===== src/rtl/gpc_pkg.sv =====
package gpc_pkg;

  localparam int MAX_COORD = 127;
  localparam int SIDE      = MAX_COORD + 1;
  localparam int COORD_W   = $clog2(SIDE);
  localparam int COUNT_W   = 64;
  localparam int CFG_IDX_W = 2;

  typedef logic [COORD_W-1:0] coord_t;
  typedef logic [COUNT_W-1:0] count_t;

  // register indexes on the configuration channel
  localparam logic [CFG_IDX_W-1:0] REG_GRID_WIDTH  = 2'd0;
  localparam logic [CFG_IDX_W-1:0] REG_GRID_HEIGHT = 2'd1;

  // opcodes
  localparam logic OP_LOAD_EDGE = 1'b0;
  localparam logic OP_COUNT     = 1'b1;

  // commands from the sequencer to the datapath
  typedef struct packed {
    logic   clr_en;    // clear blocked-edge row x
    logic   load_en;   // store one blocked edge from the input fields
    logic   row_rd;    // fetch blocked rows for column x
    logic   calc;      // compute cell (x, y)
    logic   run_init;  // start of a count run
    coord_t x;
    coord_t y;
  } gpc_cmd_t;

endpackage


===== src/rtl/gpc_ctrl.sv =====
module gpc_ctrl (
  input  logic                            clk,
  input  logic                            rst,
  input  logic                            start,
  input  logic                            opcode,
  input  logic                            cfg_valid,
  input  logic [gpc_pkg::CFG_IDX_W-1:0]   cfg_index,
  input  gpc_pkg::coord_t                 cfg_data,
  output logic                            cfg_ready,
  output logic                            busy,
  output logic                            done,
  output gpc_pkg::gpc_cmd_t               cmd
);

  typedef enum logic [4:0] {
    ST_CLEAR = 5'b00001,
    ST_IDLE  = 5'b00010,
    ST_ROWRD = 5'b00100,
    ST_CALC  = 5'b01000,
    ST_DONE  = 5'b10000
  } state_t;

  state_t          state, state_next;
  gpc_pkg::coord_t x, x_next;
  gpc_pkg::coord_t y, y_next;
  gpc_pkg::coord_t grid_width;
  gpc_pkg::coord_t grid_height;

  always_ff @(posedge clk) begin
    if (rst) begin
      state       <= ST_CLEAR;
      x           <= '0;
      y           <= '0;
      grid_width  <= '0;
      grid_height <= '0;
    end else begin
      state <= state_next;
      x     <= x_next;
      y     <= y_next;
      if (cfg_valid) begin
        unique case (cfg_index)
          gpc_pkg::REG_GRID_WIDTH:  grid_width  <= cfg_data;
          gpc_pkg::REG_GRID_HEIGHT: grid_height <= cfg_data;
          default: ;
        endcase
      end
    end
  end

  always_comb begin
    state_next   = state;
    x_next       = x;
    y_next       = y;
    cmd          = '0;
    cmd.x        = x;
    cmd.y        = y;
    unique case (state)
      ST_CLEAR: begin
        cmd.clr_en = 1'b1;
        if (x == gpc_pkg::coord_t'(gpc_pkg::MAX_COORD)) begin
          x_next     = '0;
          state_next = ST_IDLE;
        end else begin
          x_next = x + 1'b1;
        end
      end
      ST_IDLE: begin
        if (start) begin
          if (opcode == gpc_pkg::OP_COUNT) begin
            cmd.run_init = 1'b1;
            x_next       = '0;
            y_next       = '0;
            state_next   = ST_ROWRD;
          end else begin
            cmd.load_en = 1'b1;
          end
        end
      end
      ST_ROWRD: begin
        cmd.row_rd = 1'b1;
        y_next     = '0;
        state_next = ST_CALC;
      end
      ST_CALC: begin
        cmd.calc = 1'b1;
        if (y == grid_height) begin
          y_next = '0;
          if (x == grid_width) begin
            state_next = ST_DONE;
          end else begin
            x_next     = x + 1'b1;
            state_next = ST_ROWRD;
          end
        end else begin
          y_next = y + 1'b1;
        end
      end
      ST_DONE: begin
        x_next     = '0;
        state_next = ST_CLEAR;
      end
      default: state_next = ST_CLEAR;
    endcase
  end

  assign cfg_ready = 1'b1;
  assign busy      = (state != ST_IDLE);
  assign done      = (state == ST_DONE);

endmodule


===== config.mk =====
export PLATFORM = sky130hd
export DESIGN_NAME = gpc_ctrl
export DESIGN_NICKNAME = d
export VERILOG_FILES = /design/src/rtl/gpc_pkg.sv /design/src/rtl/gpc_ctrl.sv
export SDC_FILE = /design/constraint.sdc
export NUM_CORES = 1
export LEC_CHECK = 0
export ABC_AREA = 1
export BUFFER_PORTS_ARGS = -buffer_cell sky130_fd_sc_hd__clkbuf_2
export CAP_MARGIN = 30
export CORE_UTILIZATION = 49
export DETAILED_ROUTE_END_ITERATION = 10
export GPL_ROUTABILITY_DRIVEN = 0
export PLACE_DENSITY = 0.75
export SYNTH_ARGS = -nofsm -noshare
export SYNTH_HDL_FRONTEND = slang
export SYNTH_SLANG_ARGS = --single-unit

===== constraint.sdc =====
create_clock -name clk -period 1.44 [get_ports clk]
set_input_delay 0.072 -clock clk [delete_from_list [all_inputs] [get_ports clk]]
set_output_delay 0.072 -clock clk [all_outputs]
set_load 0.01 [all_outputs]

==> metrics.txt, run 1 <==
# TYPE chip_impl_metric gauge
chip_impl_info{name="status",value="finished, violations left"} 1
chip_impl_metric{name="share_of_flip_flops_with_an_asynchronous_set_or_reset_after_synthesis",unit="%"} 0
chip_impl_metric{name="final_hold_viol_count",unit=""} 0
chip_impl_metric{name="ys_types",unit=""} 31
chip_impl_metric{name="fraction_of_the_core_area_covered_by_cells_at_the_end_of_the_flow",unit="%"} 69.4
chip_impl_metric{name="reg2reg_depth",unit=""} 10
chip_impl_metric{name="min_delay_path_depth",unit=""} 3
chip_impl_metric{name="detail_route.iter0.violations",unit=""} 70
chip_impl_metric{name="synth_sequential_area_ratio",unit="%"} 34.9
chip_impl_metric{name="core",unit="sq um"} 3690
chip_impl_metric{name="post_synthesis_instance_total",unit=""} 272
chip_impl_info{name="path_common_cell",value="sky130_fd_sc_hd__nor2_4"} 1
chip_impl_metric{name="power_per_cell_area",unit="nW/um^2"} 878
chip_impl_metric{name="period_minus_slack",unit="ns"} 1.48
chip_impl_metric{name="number_of_register_bits_inferred_by_synthesis",unit=""} 33
chip_impl_metric{name="nFillCells",unit=""} 296
chip_impl_metric{name="slowest_delay",unit="ns"} 0.36
chip_impl_info{name="min_path_type",value="input port to flip-flop"} 1
chip_impl_metric{name="grt_start_max_net_pins",unit=""} 19
chip_impl_metric{name="clk_path_buf_depth",unit=""} 2
chip_impl_metric{name="drive_above_1_share",unit="%"} 38.2
chip_impl_metric{name="grt_pass1_vias",unit=""} 1835
chip_impl_info{name="cp_top_family",value="simple AND/OR/NAND/NOR gates"} 1
chip_impl_metric{name="whs",unit="ns"} 0.0357
chip_impl_metric{name="post_synth.cell_area_avg",unit="sq um"} 6.97
chip_impl_metric{name="critical_path.n_buffers_inverters",unit=""} 2
chip_impl_info{name="rr_endpoint",value="x[2]"} 1
chip_impl_metric{name="final_cell_count_no_fill",unit=""} 391
chip_impl_metric{name="route.detailed.wl_per_inst",unit="um"} 11.6
chip_impl_metric{name="clock-skew-final",unit="ns"} 0.00510
chip_impl_info{name="ys.flop_type",value="sky130_fd_sc_hd__dfxtp_1"} 1
chip_impl_metric{name="timing.final.max_slew_violations",unit=""} 0
chip_impl_metric{name="tritoncts.num_buffers",unit=""} 5
chip_impl_info{name="setup.worst_path.start_class",value="flip-flop"} 1
chip_impl_metric{name="worst_setup_hold_path_clk_slew",unit="ns"} 0.07
chip_impl_info{name="failing_checks",value="setup timing"} 1
chip_impl_metric{name="numPortBuffers",unit=""} 34
chip_impl_metric{name="crit_arrival",unit="ns"} 1.41
chip_impl_info{name="critPathKind",value="flip-flop to output pin"} 1
chip_impl_metric{name="place_area",unit="sq um"} 2300
chip_impl_metric{name="synth_edf_count",unit=""} 0
chip_impl_metric{name="dieHeight",unit="um"} 64.2
chip_impl_info{name="cts-root-buf",value="sky130_fd_sc_hd__clkbuf_8"} 1
chip_impl_info{name="cts_tree",value="yes"} 1
chip_impl_metric{name="post-dp-hpwl",unit="mm"} 3.30
chip_impl_metric{name="net-switching-power",unit="uW"} 642
chip_impl_metric{name="fin_crit_sh",unit="%"} 103
chip_impl_metric{name="detail_route.first_pass.iterations",unit=""} 4
chip_impl_metric{name="clockPowerShare",unit="%"} 34.1
chip_impl_metric{name="rows",unit=""} 22
chip_impl_metric{name="postSynthNetCount",unit=""} 288
chip_impl_metric{name="totalWireLength",unit="mm"} 4.55
chip_impl_metric{name="drv_cap",unit=""} 0
chip_impl_metric{name="die-width",unit="um"} 64.2
chip_impl_info{name="crit-reg2reg-launch",value="state[2]"} 1
chip_impl_metric{name="grt_pass1_wl",unit="mm"} 7.94
chip_impl_info{name="cp_slowest_cell",value="sky130_fd_sc_hd__dfxtp_4"} 1
chip_impl_info{name="min_to",value="grid_width[1]"} 1
chip_impl_metric{name="numPlacedInstances",unit=""} 374
chip_impl_metric{name="power.ir.vdd_worst",unit="mV"} 0.814
chip_impl_metric{name="vias_per_cell",unit=""} 4.95
chip_impl_metric{name="clock_insertion_delay_worst_skew",unit="ns"} 0.28
chip_impl_metric{name="floorplan.initialDensity",unit="%"} 51.4
chip_impl_metric{name="finish.instance_area",unit="sq um"} 2560
chip_impl_info{name="worstSetupEndpointType",value="output pin"} 1
chip_impl_metric{name="syn_area",unit="sq um"} 1900
chip_impl_metric{name="route.vias.total",unit=""} 1937
chip_impl_metric{name="insertedDiodeCount",unit=""} 0
chip_impl_metric{name="cp_max_fo",unit=""} 7
chip_impl_metric{name="yosys_warnings",unit=""} 0
chip_impl_metric{name="worstPathRequired",unit="ns"} 1.37
chip_impl_metric{name="globalRouteTotalUtil",unit="%"} 24.6
chip_impl_metric{name="p_int",unit="uW"} 1610
chip_impl_metric{name="finalWorstSetupSlack",unit="ns"} -0.0425
chip_impl_metric{name="leakagePower",unit="uW"} 0.00122
chip_impl_info{name="cp_cell_sequence",value="nor2_4 -> nand3_4 -> nor2_4 -> inv_2 -> nor2_1 -> buf_2"} 1
chip_impl_metric{name="detail_route.drc_violations",unit=""} 0
chip_impl_metric{name="die_area",unit="sq um"} 4120
chip_impl_metric{name="htree_num_levels",unit=""} 2
chip_impl_metric{name="finalNetCount",unit=""} 358
chip_impl_metric{name="share_seq_of_total_power",unit="%"} 44.7
chip_impl_metric{name="fmax",unit="MHz"} 675
chip_impl_metric{name="cts.sink_count",unit=""} 33
chip_impl_metric{name="final_setup_violation_count",unit=""} 5
chip_impl_metric{name="antenna_found_initial",unit=""} 0
chip_impl_metric{name="p_sw_share",unit="%"} 28.5
chip_impl_info{name="grt_setup_unrepaired",value="true"} 1
chip_impl_metric{name="drtAntennaViolNets",unit=""} 0
chip_impl_metric{name="syn_to_final_growth",unit="%"} 35.0
chip_impl_metric{name="r2r_slack",unit="ns"} -0.04
chip_impl_metric{name="grt-ovfl-total",unit=""} 0
chip_impl_metric{name="share_comb_of_total_power",unit="%"} 21.1
chip_impl_metric{name="num_io_pins",unit=""} 36
chip_impl_info{name="min_from",value="cfg_data[1]"} 1
[worst max-delay path by stage]
| stage | from | end | slack (ns) | depth (start not counted) |
|---|---|---|---|---|
| after global placement | state[0] | y[2] | -0.04 | 7 |
| after CTS | state[2] | cmd[17] | -0.06 | 6 |
| after global routing | state[3] | x[1] | -0.14 | 11 |
| after floorplan | x[0] | state[2] | -0.02 | 7 |
| after detailed placement | state[3] | y[2] | -0.06 | 7 |
| final | state[2] | cmd[17] | -0.04 | 6 |
[through the flow]
step	setup slack [ns]	power, uW	setup TNS (ns)
after floorplan	-0.0162	1320	-0.0162
after global placement	-0.0391	1470	-0.0850
after detailed placement	-0.0553	1480	-0.276
after CTS	-0.0634	2250	-0.132
after global routing	-0.142	2370	-1.72
final	-0.0425	2250	-0.179
[state kept, by name, summed over array words and instances, names as in the netlist]
signal       flops
grid_height      7
grid_width       7
x                7
y                7
state            5
[area by class of cell]
type	instances	area [sq um]	share of cell area (%)
well taps	48	60.1	2.35
repair buffers	69	433	16.9
clock buffers	7	96.3	3.76
clock inverters	1	5.00	0.196
multi-input cells	202	1160	45.4
inverters	31	119	4.64
flip-flops and latches	33	686	26.8
[synth_stat cells, drive strengths merged, types with 2 or more instances]
cell	n	share of area, %
a211oi	2	0.79
a21oi	13	3.4
buf	2	0.66
clkbuf	4	0.79
dfxtp	33	35
ha	2	1.3
inv	31	6.1
nand2	58	13
nand3	18	6.3
nand4	7	2.3
nor2	60	16
nor3	3	1.1
o211ai	2	0.79
o21ai	21	6.1
xnor2	7	3.2
xor2	6	2.8
[per-layer routing]
layer	track usage (%)	part of all wire (%)	up-vias
met4	8.61	1.4	0
li1	-	-	1004
met1	31.1	47	875
met5	0	0	-
met3	3.57	4.0	7
met2	42.4	48	51
[tightest hold or removal path, stage by stage]
cell and delay (ns):
sky130_fd_sc_hd__clkbuf_2 0.09, sky130_fd_sc_hd__nor2_1 0.04, sky130_fd_sc_hd__nor2_1 0.08
[power groups by stage]
stage	clock network, uW	logic (uW)	registers (uW)
6_report	767	476	1010
3_3_place_gp	0	447	1030
3_5_place_dp	0	449	1030
4_1_cts	776	468	1010
2_1_floorplan	0	280	1040
5_1_grt	812	542	1010
[layout by cell type, fill, tap and decap left out, drive strengths merged]
master	count
xor2	6
nand3	18
dfxtp	33
xnor2	7
a21oi	13
clkbuf	39
nand4	7
a211oi	2
ha	2
nand2	58
conb	1
or2	1
inv	31
nor2	60
nor3	3
nand3b	1
o211ai	2
clkinv	1
buf	37
o21ai	21
[kinds of logic (layout without fill, tap and decap cells)]
kind of cell	after synthesis	after routing	share of synthesized area, %
fa+ha+maj	2	2	1.32
compound gates	38	38	11.2
xor+xnor	13	13	6.01
simple gates	148	148	38.9
buf+inv	37	108	7.59
flops	33	33	34.9
other cells	1	1	0.198
[timing repair]
| item | 4_1_cts | 5_1_grt |
|---|---|---|
| hold buffers | 0 | 0 |
| pin swaps | 12 | 12 |
| gates resized for setup | 16 | 20 |
| gates cloned | 0 | 0 |
| endpoints found under the hold margin | 0 | 0 |
| endpoints found under the setup margin | 12 | 20 |
| buffers inserted | 6 | 3 |
Note: power is estimated with default switching activity, not from simulation.
==> run 2, diff against run 1 <==
CORE_MARGIN = 8   (was unset)
==> metrics.txt, run 2 (synthesized netlist as in run 1, its figures left out) <==
# TYPE chip_impl_metric gauge
chip_impl_info{name="status",value="finished, violations left"} 1
chip_impl_info{name="failing_checks",value="setup timing"} 1
chip_impl_metric{name="fraction_of_the_core_area_covered_by_cells_at_the_end_of_the_flow",unit="%"} 70.5
chip_impl_metric{name="final_setup_violation_count",unit=""} 7
chip_impl_metric{name="grt-ovfl-total",unit=""} 0
chip_impl_metric{name="critical_path.n_buffers_inverters",unit=""} 1
chip_impl_metric{name="whs",unit="ns"} 0.0230
chip_impl_metric{name="period_minus_slack",unit="ns"} 1.47
chip_impl_info{name="cp_top_family",value="simple AND/OR/NAND/NOR gates"} 1
chip_impl_metric{name="drtAntennaViolNets",unit=""} 0
chip_impl_metric{name="floorplan.initialDensity",unit="%"} 51.4
chip_impl_metric{name="numPortBuffers",unit=""} 34
chip_impl_metric{name="slowest_delay",unit="ns"} 0.34
chip_impl_metric{name="drive_above_1_share",unit="%"} 39.1
chip_impl_metric{name="rows",unit=""} 22
chip_impl_metric{name="route.vias.total",unit=""} 1971
chip_impl_info{name="cts-root-buf",value="sky130_fd_sc_hd__clkbuf_8"} 1
chip_impl_metric{name="detail_route.drc_violations",unit=""} 0
chip_impl_metric{name="clock_insertion_delay_worst_skew",unit="ns"} 0.29
chip_impl_metric{name="grt_pass1_wl",unit="mm"} 8.04
chip_impl_metric{name="htree_num_levels",unit=""} 2
chip_impl_metric{name="clk_path_buf_depth",unit=""} 2
chip_impl_metric{name="num_io_pins",unit=""} 36
chip_impl_metric{name="final_hold_viol_count",unit=""} 0
chip_impl_metric{name="clock-skew-final",unit="ns"} 0.00367
chip_impl_metric{name="finish.instance_area",unit="sq um"} 2600
chip_impl_metric{name="worst_setup_hold_path_clk_slew",unit="ns"} 0.07
chip_impl_metric{name="drv_cap",unit=""} 0
chip_impl_metric{name="dieHeight",unit="um"} 78.2
chip_impl_info{name="worstSetupEndpointType",value="flip-flop"} 1
chip_impl_info{name="layout_commonest_cell",value="sky130_fd_sc_hd__nand2_1"} 1
chip_impl_metric{name="finalNetCount",unit=""} 360
chip_impl_metric{name="place_area",unit="sq um"} 2300
chip_impl_metric{name="numPlacedInstances",unit=""} 375
chip_impl_metric{name="totalWireLength",unit="mm"} 4.98
chip_impl_metric{name="timing.final.max_slew_violations",unit=""} 0
chip_impl_metric{name="insertedDiodeCount",unit=""} 0
chip_impl_metric{name="grt_pass1_vias",unit=""} 1834
chip_impl_info{name="grt_setup_unrepaired",value="true"} 1
chip_impl_metric{name="fmax",unit="MHz"} 679
chip_impl_metric{name="grt_start_max_net_pins",unit=""} 19
chip_impl_metric{name="core",unit="sq um"} 3690
chip_impl_metric{name="detail_route.iter0.violations",unit=""} 68
chip_impl_metric{name="vias_per_cell",unit=""} 5.02
chip_impl_info{name="cp_cell_sequence",value="nor2_4 -> buf_4 -> nand3_2 -> nand2_1 -> nor2_2 -> nor2_4 -> nand2_4 -> nor2_8 -> nand2_1 -> nand2_1 -> nor2_1"} 1
chip_impl_metric{name="tritoncts.num_buffers",unit=""} 5
chip_impl_metric{name="detail_route.first_pass.iterations",unit=""} 6
chip_impl_metric{name="route.detailed.wl_per_inst",unit="um"} 12.7
chip_impl_metric{name="finalWorstSetupSlack",unit="ns"} -0.0334
chip_impl_metric{name="crit_arrival",unit="ns"} 1.66
chip_impl_metric{name="power_per_cell_area",unit="nW/um^2"} 922
chip_impl_metric{name="cp_max_fo",unit=""} 8
chip_impl_info{name="path_common_cell",value="sky130_fd_sc_hd__nand2_1"} 1
chip_impl_info{name="min_path_type",value="input port to flip-flop"} 1
chip_impl_metric{name="worstPathRequired",unit="ns"} 1.63
chip_impl_info{name="setup.worst_path.start_class",value="flip-flop"} 1
chip_impl_info{name="critPathKind",value="flip-flop to flip-flop"} 1
chip_impl_metric{name="antenna_found_initial",unit=""} 0
chip_impl_metric{name="final_cell_count_no_fill",unit=""} 393
chip_impl_info{name="cts_tree",value="yes"} 1
chip_impl_info{name="most_frequent_cells_in_the_layout",value="48 x sky130_fd_sc_hd__nand2_1, 45 x sky130_fd_sc_hd__nor2_1, 35 x sky130_fd_sc_hd__buf_4"} 1
chip_impl_metric{name="totalPowerFinal",unit="uW"} 2400
chip_impl_metric{name="syn_to_final_growth",unit="%"} 37.2
chip_impl_info{name="cp_slowest_cell",value="sky130_fd_sc_hd__dfxtp_2"} 1
chip_impl_metric{name="globalRouteTotalUtil",unit="%"} 15.9
chip_impl_metric{name="die_area",unit="sq um"} 6110
chip_impl_metric{name="power.ir.vdd_worst",unit="mV"} 0.740
chip_impl_metric{name="die-width",unit="um"} 78.2
chip_impl_metric{name="post-dp-hpwl",unit="mm"} 3.64
chip_impl_metric{name="cts.sink_count",unit=""} 33
chip_impl_metric{name="fin_crit_sh",unit="%"} 102
chip_impl_metric{name="leakagePower",unit="uW"} 0.00123
run 2: cell count changes in the layout (fill, tap and decap cells not counted), moves of 2 or more:
cell	change
sky130_fd_sc_hd__nand3_1	-3
sky130_fd_sc_hd__nand3_2	+3
sky130_fd_sc_hd__buf_6	+2
sky130_fd_sc_hd__o21ai_0	+2
sky130_fd_sc_hd__o21ai_1	-2
run 2: report_power, final:
| part | switching (uW) | internal (uW) | total, uW |
|---|---|---|---|
| clock | 336 | 564 | 900 |
| sequential | 49.0 | 962 | 1010 |
| combinational | 268 | 218 | 486 |
| total | 653 | 1740 | 2400 |
run 2: repair_timing:
action	CTS	global route
buffers inserted	4	6
gates resized for setup	13	24
setup endpoints to repair	12	21
hold buffers	0	0
pin swaps	6	11
run 2: worst paths after layout:
path                        from        endpoint  slack, ns  depth (start not counted)
setup / recovery        state[3]            x[2]      -0.03                         11
hold / removal       cfg_data[4]  grid_height[4]       0.02                          3
setup reg to reg        state[3]            x[2]      -0.03                         11
hold reg to reg   grid_height[6]  grid_height[6]       0.48                          2
run 2: area by class of cell:
cell class,count,area [sq um]
flip-flops and latches,33,683
repair buffers,71,455
clock inverters,1,30.0
fillers,305,1090
well taps,48,60.1
clock buffers,7,86.3
multi-input cells,202,1170
inverters,31,119
run 2: layer usage:
metal | vias to the layer above | track usage, % | wire [um]
li1 | 1012 | - | -
met1 | 887 | 18.3 | 2230
met2 | 62 | 25.8 | 2350
met3 | 10 | 5.81 | 330
met4 | 0 | 6.67 | 71
met5 | - | 0 | 0
run 2: metrics by stage:
step	setup TNS [ns]	setup slack [ns]
4_1_cts	-0.301	-0.0698
6_report	-0.148	-0.0334
3_3_place_gp	-0.0830	-0.0393
3_5_place_dp	-0.226	-0.0463
2_1_floorplan	-0.0162	-0.0162
5_1_grt	-1.67	-0.151
run 2: worst min-delay path, cell delays in order:
cell                       delay (ns)
sky130_fd_sc_hd__clkbuf_2        0.09
sky130_fd_sc_hd__nor2_1          0.04
sky130_fd_sc_hd__nor2_1          0.08
